===== src/hw/rtl/skds_pkg.sv =====
package skds_pkg;

	// Result fields are fixed at 40 bits: Q24.16 density, Q23.16 constraint.
	localparam int OUT_W = 40;
	localparam logic [OUT_W-1:0] CON_MAX = {1'b0, {(OUT_W-1){1'b1}}};

	// Kernel constants with pi taken as 31415/10000.
	// Coefficient = KNUM * 2^(4F) / (KDEN * h^3).
	localparam int KNUM_W = 22;
	localparam int KDEN_W = 21;
	localparam logic [KNUM_W-1:0] KNUM_POLY  = KNUM_W'(315 * 10000);
	localparam logic [KNUM_W-1:0] KNUM_SPIKY = KNUM_W'(15 * 10000);
	localparam logic [KDEN_W-1:0] KDEN_POLY  = KDEN_W'(64 * 31415);
	localparam logic [KDEN_W-1:0] KDEN_SPIKY = KDEN_W'(31415);

	// Configuration register indexes.
	localparam int CFG_IDX_W = 3;
	localparam logic [CFG_IDX_W-1:0] REG_RADIUS = 3'd0;
	localparam logic [CFG_IDX_W-1:0] REG_CX     = 3'd1;
	localparam logic [CFG_IDX_W-1:0] REG_CY     = 3'd2;
	localparam logic [CFG_IDX_W-1:0] REG_CZ     = 3'd3;
	localparam logic [CFG_IDX_W-1:0] REG_REST   = 3'd4;
	localparam logic [CFG_IDX_W-1:0] REG_SELECT = 3'd5;

	typedef enum logic [4:0] {
		S_IDLE, S_KM1, S_KM2I, S_KM2, S_KDI, S_KDIV, S_KSAVE,
		S_SQX, S_SQY, S_SQZ, S_TEST, S_SQRT, S_SDI, S_DIV,
		S_T1, S_T2, S_TERM, S_ACC, S_CDI, S_CDIV, S_EMIT
	} skds_state_t;

	typedef enum logic [4:0] {
		OP_NONE, OP_LOAD, OP_SQX, OP_SQY, OP_SQZ, OP_PDIV_INIT, OP_SQRT_INIT,
		OP_SQRT_STEP, OP_SDIV_INIT, OP_DIV_STEP, OP_T1, OP_T2, OP_TERM, OP_ACC,
		OP_CDIV_INIT, OP_EMIT, OP_KH2, OP_MSTEP, OP_M2INIT, OP_KDIV_INIT, OP_KSAVE
	} skds_op_t;

	typedef struct packed {
		skds_op_t op;
	} skds_cmd_t;

	typedef struct packed {
		logic in_range;
		logic spiky;
		logic last;
		logic out_free;
		logic coef_req;
	} skds_stat_t;

endpackage


===== src/hw/rtl/skds_ctrl.sv =====
module skds_ctrl #(
	parameter int COORD_WIDTH = 24,
	parameter int FRAC_BITS = 16
) (
	input  logic                 clk,
	input  logic                 arst_n,
	input  logic                 s_tvalid,
	output logic                 s_tready,
	input  skds_pkg::skds_stat_t stat,
	output skds_pkg::skds_cmd_t  cmd
);
	import skds_pkg::*;

	localparam int KQ = KNUM_W + 4 * FRAC_BITS;
	localparam int CNT_W = $clog2(KQ + 1);

	skds_state_t state_q, state_d;
	logic [CNT_W-1:0] ctr_q, ctr_d;
	logic pending_q;
	logic s_fire;
	logic start_coef;

	assign s_tready = (state_q == S_IDLE) && !pending_q;
	assign s_fire = s_tvalid && s_tready;
	assign start_coef = (state_q == S_IDLE) && pending_q;

	always_ff @(posedge clk or negedge arst_n) begin
		if (!arst_n) begin
			state_q <= S_IDLE;
			ctr_q <= '0;
			pending_q <= 1'b1;
		end else begin
			state_q <= state_d;
			ctr_q <= ctr_d;
			pending_q <= stat.coef_req || (pending_q && !start_coef);
		end
	end

	always_comb begin
		state_d = state_q;
		ctr_d = (ctr_q != '0) ? ctr_q - 1'b1 : ctr_q;
		case (state_q)
			S_IDLE: begin
				if (pending_q) begin
					state_d = S_KM1;
					ctr_d = CNT_W'(COORD_WIDTH - 1);
				end else if (s_fire) begin
					state_d = S_SQX;
				end
			end
			S_KM1: if (ctr_q == '0) state_d = S_KM2I;
			S_KM2I: begin
				state_d = S_KM2;
				ctr_d = CNT_W'(KDEN_W - 1);
			end
			S_KM2: if (ctr_q == '0) state_d = S_KDI;
			S_KDI: begin
				state_d = S_KDIV;
				ctr_d = CNT_W'(KQ - 1);
			end
			S_KDIV: if (ctr_q == '0) state_d = S_KSAVE;
			S_KSAVE: state_d = S_IDLE;
			S_SQX: state_d = S_SQY;
			S_SQY: state_d = S_SQZ;
			S_SQZ: state_d = S_TEST;
			S_TEST: begin
				if (!stat.in_range) begin
					state_d = S_ACC;
				end else if (stat.spiky) begin
					state_d = S_SQRT;
					ctr_d = CNT_W'(COORD_WIDTH);
				end else begin
					state_d = S_DIV;
					ctr_d = CNT_W'(FRAC_BITS);
				end
			end
			S_SQRT: if (ctr_q == '0) state_d = S_SDI;
			S_SDI: begin
				state_d = S_DIV;
				ctr_d = CNT_W'(FRAC_BITS);
			end
			S_DIV: if (ctr_q == '0) state_d = S_T1;
			S_T1: state_d = S_T2;
			S_T2: state_d = S_TERM;
			S_TERM: state_d = S_ACC;
			S_ACC: state_d = stat.last ? S_CDI : S_IDLE;
			S_CDI: begin
				state_d = S_CDIV;
				ctr_d = CNT_W'(OUT_W + FRAC_BITS - 1);
			end
			S_CDIV: if (ctr_q == '0) state_d = S_EMIT;
			S_EMIT: if (stat.out_free) state_d = S_IDLE;
			default: state_d = S_IDLE;
		endcase
	end

	always_comb begin
		cmd.op = OP_NONE;
		case (state_q)
			S_IDLE: begin
				if (pending_q) cmd.op = OP_KH2;
				else if (s_fire) cmd.op = OP_LOAD;
			end
			S_KM1, S_KM2: cmd.op = OP_MSTEP;
			S_KM2I: cmd.op = OP_M2INIT;
			S_KDI: cmd.op = OP_KDIV_INIT;
			S_KDIV, S_DIV, S_CDIV: cmd.op = OP_DIV_STEP;
			S_KSAVE: cmd.op = OP_KSAVE;
			S_SQX: cmd.op = OP_SQX;
			S_SQY: cmd.op = OP_SQY;
			S_SQZ: cmd.op = OP_SQZ;
			S_TEST: begin
				if (stat.in_range) cmd.op = stat.spiky ? OP_SQRT_INIT : OP_PDIV_INIT;
			end
			S_SQRT: cmd.op = OP_SQRT_STEP;
			S_SDI: cmd.op = OP_SDIV_INIT;
			S_T1: cmd.op = OP_T1;
			S_T2: cmd.op = OP_T2;
			S_TERM: cmd.op = OP_TERM;
			S_ACC: cmd.op = OP_ACC;
			S_CDI: cmd.op = OP_CDIV_INIT;
			S_EMIT: if (stat.out_free) cmd.op = OP_EMIT;
			default: cmd.op = OP_NONE;
		endcase
	end

endmodule


===== config.mk =====
export PLATFORM = sky130hd
export DESIGN_NAME = skds_ctrl
export DESIGN_NICKNAME = d
export VERILOG_FILES = /design/src/hw/rtl/skds_pkg.sv /design/src/hw/rtl/skds_ctrl.sv
export SDC_FILE = /design/constraint.sdc
export NUM_CORES = 1
export LEC_CHECK = 0
export BUFFER_PORTS_ARGS = -buffer_cell sky130_fd_sc_hd__buf_2
export CORE_MARGIN = 3
export CORE_UTILIZATION = 45
export DETAILED_ROUTE_END_ITERATION = 8
export SYNTH_ARGS = -nofsm -noshare
export SYNTH_HDL_FRONTEND = slang
export SYNTH_SLANG_ARGS = --single-unit
export TNS_END_PERCENT = 5

===== constraint.sdc =====
create_clock -name clk -period 3.6 [get_ports clk]
set_input_delay 0.18 -clock clk [delete_from_list [all_inputs] [get_ports clk]]
set_output_delay 0.18 -clock clk [all_outputs]
set_load 0.01 [all_outputs]

==> impl_metrics.toml, run 1 <==
[outcome]
outcome = "complete, no violations"

[route]
drt-total-wl_um = 3080
drtIter0Drc = 54
dr.pass1.iters = 4
vias = 1246
viasPerCell = 6.05
post-route-drc-count = 0
postRouteAntennaNets = 0
routedWlPerCell_um = 15.0

[setup_path]
r2r_end = "state_q[2]"
crit_start = "state_q[2]"
r2r-start = "state_q[2]"
critical_path_class = "reg2out"
cp-start-kind = "register"
critical_path.endpoint = "cmd[0]"
rrSetupSlack_ns = 1.39
r2r_cells = 5
worstPathMaxFanout = 36
required_ns = 3.42
worst_ep_arrival_time_ns = 2.31
cp-end-kind = "primary output"

[placed_design]
port_buffers = 13
gp_congestion = 0.798
placedCellCount = 201
place_hpwl_um = 2200

[pwr]
ir_drop_v = 0.000442
power.leakage_nw = 0.559
finalPower_mw = 1.27
p_per_area_nw_per_um2 = 924

[cells_and_area]
final_common_cell = "a21oi_1"
n_antenna_cell = 0
drive_gt1_frac = 0.149
final_cell_mix = "a21oi_1 (21), nor2_1 (18), buf_2 (13)"
fillers = 275
multiInputGateArea_um2 = 893
fin_cells = 206
area_delta_synth_final_pct = 1.75
nNetsFinal = 186
register_area_um2 = 327

[floorplan]
start_util = 0.483
die_height_um = 60.9
io_pins = 14
die_area_um2 = 3710
die_x_um = 60.9
rows = 19
core_area_um2 = 2810

[synth]
synth_seq_cells = 13
seq_area_frac_synth = 0.241
synth_cells = 171
synth_compound_area_frac = 0.272
yosysUniqueCellTypes = 52
synth.area.mux_share = 0.0406
async_reset_ff_frac = 1.00
synthAdderAreaFrac = 0.0185
ys_warn_count = 0
ys.flop_type = "dfrtp_1"
syn_avg_cell_area_um2 = 7.92
yosys.area_share.simple = 0.289
synthXorXnorAreaFrac = 0.0388
syn-cell-area_um2 = 1360
synth_edf_count = 0
syn_nets = 181
synth_top_family_by_area = "simple AND/OR/NAND/NOR gates"

[global_routing]
grt_max_degree = 37
grt_usage = 0.187
grt_overflow = 0
grt_pass1_wl_um = 5150
grt_pass1_vias = 1060
antenna_found_initial = 0

[clock_network]
cts_sinks = 13
clock_path_buffers = 2
cts_tree = "yes"
clkLatencyLatePin_ns = 0.28
htree_levels = 1
cts_inserted_buffers = 3
root_buffer = "clkbuf_4"
path_clk_slew_ns = 0.09

[hold_path]
min_path_type = "in2reg"
hold_start = "stat[0]"

[timing]
fin_crit_sh = 0.692
max-slew-margin-rel = 0.359
fmax_mhz = 401
hold-worst-slack_ns = 0.0708
drv_slew = 0
period_needed_ns = 2.49
rsz0062_at_grt = "no"
skew_ns = 0.00842
tns_ns = 0
worstMarginPinSlew_ns = 0.961
setup_violations = 0
finalHoldViolCount = 0

[job]
cap_violations = 0
-- per-stage QoR --
stage	worst slack (ns)	cell area (um^2)	util
6_report	1.11	1380	0.492
3_3_place_gp	1.40	1340	0.479
5_1_grt	0.913	1380	0.492
3_5_place_dp	1.45	1340	0.479
4_1_cts	1.13	1380	0.492
2_1_floorplan	1.91	1360	-
-- critical path: stages, from the launching register on --
cell and delay [ns]:
dfrtp_1 0.98, nor2_1 0.20, nand2_1 0.20, nor2_1 0.11, a21oi_1 0.18, o311ai_0 0.15
buf_2 0.20
-- logic make-up (layout without fill, tap and decap cells) --
kind of cell,count (synthesis),in the layout
and+or+nand+nor,73,73
AOI/OAI and AO/OA,54,54
buffers and inverters,19,23
DFF,13,13
xor gates and xnor gates,6,6
muxes,4,4
adders and majority gates,2,2
-- how the worst min path moves through the flow --
stage,end,slack [ns],depth (start not counted)
after floorplan,ctr_q[0],-0.12,0
after global placement,state_q[4],0.09,1
after detailed placement,state_q[4],0.09,1
after CTS,pending_q,0.07,2
after global routing,pending_q,0.06,2
final,pending_q,0.07,2
-- synth_stat cells, types with 4 or more instances --
library cell | count | area share
a21oi_1 | 21 | 0.078
nor2_1 | 18 | 0.050
dfrtp_1 | 12 | 0.22
nand2_1 | 12 | 0.033
nand2b_1 | 10 | 0.046
buf_6 | 7 | 0.058
nor3_1 | 7 | 0.026
inv_1 | 5 | 0.014
nor2b_1 | 5 | 0.023
o21ai_0 | 5 | 0.018
xnor2_1 | 5 | 0.032
nand3_1 | 4 | 0.015
o21bai_1 | 4 | 0.022
-- repair_timing --
item	CTS	global route
resized for setup	0	0
setup buffers	0	0
endpoints found under the hold margin	12	0
hold buffers	1	0
-- state kept, by name, indices dropped and copies added, names as in the netlist --
register and flops:
pending_q 1, state_q 5, ctr_q 7
-- where the power goes --
part | internal (mW) | switching, mW
sequential | 0.213 | 0.200
clock | 0.0430 | 0.0527
combinational | 0.383 | 0.381
-- final cells by class --
| cell class | instances | area share |
|---|---|---|
| Multi-Input combinational cell | 139 | 0.648 |
| Clock buffer | 4 | 0.0191 |
| Sequential cell | 13 | 0.237 |
| Inverter | 5 | 0.0136 |
| Timing Repair Buffer | 14 | 0.0544 |
| Tap cell | 31 | 0.0281 |
-- routing by layer --
| layer | part of all wire | wire length [um] | GRT usage | up-vias |
|---|---|---|---|---|
| li1 | - | - | - | 635 |
| met1 | 0.53 | 1630 | 0.304 | 572 |
| met2 | 0.40 | 1250 | 0.237 | 37 |
| met3 | 0.061 | 189 | 0.0383 | 2 |
| met4 | 0.0052 | 16 | 0.0588 | 0 |
| met5 | 0 | 0 | 0 | - |
Power figures use the tool's default switching activity.
==> run 2: changes to the inputs <==
==> constraint.sdc (replaced) <==
create_clock -name clk -period 2.3 [get_ports clk]
set_input_delay 0.115 -clock clk [delete_from_list [all_inputs] [get_ports clk]]
set_output_delay 0.115 -clock clk [all_outputs]
set_load 0.01 [all_outputs]
==> run 2 against run 1 <==
  * Wire length increased by 8.0%
  * Largest power group unchanged
  * Critical path type unchanged
  * Clock power increased by 55%
  * Critical path depth is the same
  * Clock-buffer cell count stayed put
  * Sequential share of layout area fell by 0.60 points
  * Via count is 3.5% higher
==> impl_metrics.toml, run 2 (synthesized netlist as in run 1, its figures left out) <==
[outcome]
outcome = "complete, no violations"

[cells_and_area]
final_common_cell = "a21oi_1"
final_cell_mix = "a21oi_1 (21), nor2_1 (18), buf_2 (13)"
area_delta_synth_final_pct = 6.00
drive_gt1_frac = 0.203
largest_reg_flops = 7
reg.largest.list = "ctr_q (7), state_q (5), pending_q (1)"
nNetsFinal = 193
largest-register = "ctr_q"
n_antenna_cell = 0

[setup_path]
critical_path_class = "reg2out"
worstPathMaxFanout = 26
critPathBufInv = 1
cp-end-kind = "primary output"
required_ns = 2.18
slowest_stage = "dfrtp_2"
crit_start = "state_q[1]"
r2r-start = "state_q[1]"
cp_top_family = "flip-flops"
cp_cell_sequence = "nor2b_1 -> a21bo_2 -> nand2_1 -> o211ai_1 -> nand4_1 -> buf_2"
cpPeakStageDelay_ns = 0.63
worst_ep_arrival_time_ns = 1.99
cp-start-kind = "register"

[global_routing]
antenna_found_initial = 0
grt_usage = 0.198
grt_overflow = 0
grt_max_degree = 27
grt_pass1_wl_um = 5490
grt_pass1_vias = 1118

[route]
drt-total-wl_um = 3330
drtIter0Drc = 72
viasPerCell = 6.05
routedWlPerCell_um = 15.6
dr.pass1.iters = 6
post-route-drc-count = 0
postRouteAntennaNets = 0
vias = 1289

[clock_network]
path_clk_slew_ns = 0.09
root_buffer = "clkbuf_4"
clkLatencyLatePin_ns = 0.28
cts_inserted_buffers = 3
htree_levels = 1
cts_tree = "yes"
clock_path_buffers = 2
cts_setup_buffers = 0
cts_sinks = 13

[placed_design]
gp_congestion = 0.954
place_hpwl_um = 2490
port_buffers = 13

[timing]
fmax_mhz = 475
rsz0062_at_grt = "no"
period_needed_ns = 2.11
drv_slew = 0
setup_violations = 0
skew_ns = 0.00316
tns_ns = 0
finalHoldViolCount = 0
worstMarginPinSlew_ns = 0.508
fin_crit_sh = 0.916
hold-worst-slack_ns = 0.0127
max-slew-margin-rel = 0.660

[floorplan]
die_area_um2 = 3710
start_util = 0.483
core_area_um2 = 2810
die_height_um = 60.9
rows = 19
die_x_um = 60.9
io_pins = 14

[pwr]
power.leakage_nw = 0.590
ir_drop_v = 0.000735
p_per_area_nw_per_um2 = 1440

[hold_path]
hold_start = "stat[0]"
min_path_type = "in2reg"

[job]
cap_violations = 0
==> run 2: changes by cell type in the layout (fill, tap and decap cells not counted) <==
cell     change
dfrtp_2      +4
dfrtp_1      -4
buf_4        +7
==> run 2: where the power goes <==
| part | internal (mW) | switching [mW] |
|---|---|---|
| Clock | 0.0673 | 0.0810 |
| Sequential | 0.343 | 0.258 |
| Combinational | 0.645 | 0.678 |
| Total | 1.06 | 1.02 |
==> run 2: through the flow <==
step	cells	instance area [um^2]	util	setup slack [ns]	total power, mW
5_1_grt	213	1440	0.512	0.0451	2.25
2_1_floorplan	171	1360	-	0.614	1.65
3_3_place_gp	208	1400	0.497	0.333	1.89
4_1_cts	213	1430	0.511	0.0261	2.07
6_report	213	1440	0.512	0.193	2.07
3_5_place_dp	208	1400	0.497	0.275	1.91
==> run 2: path summary, 6_finish.rpt <==
| kind | to | slack (ns) | cells past startpoint |
|---|---|---|---|
| setup / recovery | cmd[1] | 0.19 | 6 |
| hold / removal | pending_q | 0.01 | 2 |
| setup reg to reg | state_q[4] | 0.53 | 5 |
| hold reg to reg | pending_q | 0.59 | 1 |
| max in group asynchronous | pending_q | 1.76 | 2 |
| min in group asynchronous | state_q[2] | 0.25 | 2 |
==> run 2: repair_timing <==
action | 4_1_cts | 5_1_grt
endpoints found under the setup margin | 1 | 1
gates resized for setup | 1 | 3
hold buffers | 1 | 0
hold endpoints to repair | 13 | 0
==> run 2: final cells by class <==
| cell class | count | area, um^2 |
|---|---|---|
| clock buffer | 4 | 26.3 |
| fill | 281 | 1370 |
| tap | 31 | 38.8 |
| sequential | 13 | 332 |
| multi-input combinational | 139 | 893 |
| inverter | 5 | 18.8 |
| timing repair buffer | 21 | 128 |
==> run 2: worst reg2reg max path: stages (launching register included) <==
cell      delay (ns)
dfrtp_2         0.57
nor4b_1         0.44
nand2b_1        0.16
o31ai_4         0.10
a21oi_4         0.09
mux2_4          0.31
==> run 2: routing by layer <==
| metal | share of wire | wire length [um] | vias to the layer above | GRT usage |
|---|---|---|---|---|
| met5 | 0 | 0 | - | 0 |
| met4 | 0.013 | 42 | 0 | 0.0681 |
| met3 | 0.084 | 280 | 4 | 0.0319 |
| met2 | 0.42 | 1400 | 55 | 0.261 |
| met1 | 0.48 | 1610 | 588 | 0.316 |
| li1 | - | - | 642 | - |
==> run 3: changes to the inputs <==
--- a/config.mk
+++ b/config.mk
@@ -7,7 +7,7 @@
 export LEC_CHECK = 0
 export BUFFER_PORTS_ARGS = -buffer_cell sky130_fd_sc_hd__buf_2
 export CORE_MARGIN = 3
-export CORE_UTILIZATION = 45
+export CORE_UTILIZATION = 40
 export DETAILED_ROUTE_END_ITERATION = 8
 export SYNTH_ARGS = -nofsm -noshare
 export SYNTH_HDL_FRONTEND = slang
==> run 3 against run 2 <==
  * Die area is 11% higher
  * Cell count is 7.0% higher
  * Clock skew is 0.0028 ns higher
  * Via count is 1.9% higher
  * Setup slack worse by 0.031 ns
  * Maximum frequency is 1.4% lower
  * Register-to-register slack worse by 0.10 ns
  * Sequential cell count stayed put
  * Largest power group unchanged
  * Highest routed layer unchanged
==> impl_metrics.toml, run 3 (synthesized netlist as in run 1, its figures left out) <==
[outcome]
outcome = "complete, no violations"

[floorplan]
rows = 20
start_util = 0.430
die_area_um2 = 4120
io_pins = 14
core_area_um2 = 3150
die_height_um = 64.2
die_x_um = 64.2

[pwr]
ir_drop_v = 0.000495
power.leakage_nw = 0.604
p_comb_frac = 0.694
power_frac_seq = 0.237
swShare = 0.494
p_per_area_nw_per_um2 = 1450
finalPower_mw = 2.12
clkPwrFrac = 0.069
power.internal_mw = 1.07
p_sw_mw = 1.05

[clock_network]
ctsResizeCount = 0
cts_setup_buffers = 0
cts_tree = "yes"
cts_inserted_buffers = 3
path_clk_slew_ns = 0.09
hold_buffers = 1
htree_levels = 1
clock_path_buffers = 2
cts_sinks = 13
root_buffer = "clkbuf_4"
clkLatencyLatePin_ns = 0.28

[timing]
hold-worst-slack_ns = 0.0134
max-slew-margin-rel = 0.604
fin_crit_sh = 0.929
fmax_mhz = 468
tns_ns = 0
period_needed_ns = 2.14
skew_ns = 0.00598
drv_slew = 0
rsz0062_at_grt = "no"
finalHoldViolCount = 0
setup_violations = 0
worstMarginPinSlew_ns = 0.593

[setup_path]
cp-start-kind = "register"
worst_ep_arrival_time_ns = 2.02
cp-end-kind = "primary output"
required_ns = 2.18
critical_path_class = "reg2out"
worstPathMaxFanout = 18

[global_routing]
grt_pass1_wl_um = 5830
grt_usage = 0.176
grt_max_degree = 19
antenna_found_initial = 0
grt_overflow = 0
grt_pass1_vias = 1230

[route]
dr.pass1.iters = 4
postRouteAntennaNets = 0
vias = 1314
drt-total-wl_um = 3440
post-route-drc-count = 0
viasPerCell = 5.76
routedWlPerCell_um = 15.1
drtIter0Drc = 84

[job]
cap_violations = 0

[placed_design]
gp_congestion = 0.922
place_hpwl_um = 2580
port_buffers = 13

[hold_path]
min_path_type = "in2reg"

[cells_and_area]
area_delta_synth_final_pct = 7.94
fillers = 333
reg.largest.list = "ctr_q (7), state_q (5), pending_q (1)"
n_antenna_cell = 0
nNetsFinal = 195
largest-register = "ctr_q"
final_common_cell = "a21oi_1"
drive_gt1_frac = 0.190
final_cell_mix = "a21oi_1 (21), nor2_1 (18), buf_2 (13)"
largest_reg_flops = 7
## run 3: cell types whose count changed in the layout (fill, tap and decap cells not counted), sizes merged
| cell | previous run | this run |
|---|---|---|
| buf | 20 | 22 |
## run 3: per-stage QoR
step,cells,cell area (um^2),setup WS (ns),util
after floorplan,171,1360,0.614,-
after global placement,223,1430,0.507,0.452
after detailed placement,223,1430,0.452,0.452
after CTS,228,1460,0.183,0.464
after global routing,228,1460,0.0219,0.464
final,228,1460,0.162,0.464
## run 3: power groups by stage
stage / Clock [mW] / Sequential, mW / Combinational (mW)
6_report: 0.145 / 0.503 / 1.47
5_1_grt: 0.160 / 0.520 / 1.63
3_3_place_gp: 0 / 0.499 / 1.44
2_1_floorplan: 0 / 0.432 / 1.22
4_1_cts: 0.148 / 0.499 / 1.46
3_5_place_dp: 0 / 0.503 / 1.45
## run 3: final cells by class
| cell class | instances | area [um^2] | area share |
|---|---|---|---|
| multi-input cells | 139 | 893 | 0.611 |
| flip-flops and latches | 13 | 327 | 0.223 |
| repair buffers | 23 | 143 | 0.0975 |
| well taps | 44 | 55.1 | 0.0376 |
| clock buffers | 4 | 26.3 | 0.0180 |
| inverters | 5 | 18.8 | 0.0128 |
## run 3: worst paths after layout
kind                             from         end  slack [ns]  cells after the start
min in group asynchronous      arst_n  state_q[1]        0.25                      2
hold / removal                stat[0]   pending_q        0.01                      2
setup / recovery           state_q[0]      cmd[0]        0.16                      7
hold reg to reg             pending_q   pending_q        0.60                      1
setup reg to reg           state_q[0]  state_q[2]        0.43                      6
max in group asynchronous      arst_n   pending_q        1.76                      2
## run 3: metal layers
layer | routed length [um] | GRT usage | part of all wire | up-vias
li1 | - | - | - | 640
met1 | 1650 | 0.259 | 0.48 | 615
met2 | 1470 | 0.266 | 0.43 | 55
met3 | 260 | 0.0176 | 0.076 | 4
met4 | 48 | 0.0580 | 0.014 | 0
met5 | 0 | 0 | 0 | -
## run 3: critical path, cell delays in order, from the launching register on
cell and delay, ns:
dfrtp_1 0.65, buf_4 0.25, nor3_2 0.05, nand2_1 0.19
nor2_1 0.10, a21oi_1 0.20, o311ai_0 0.15, buf_2 0.16
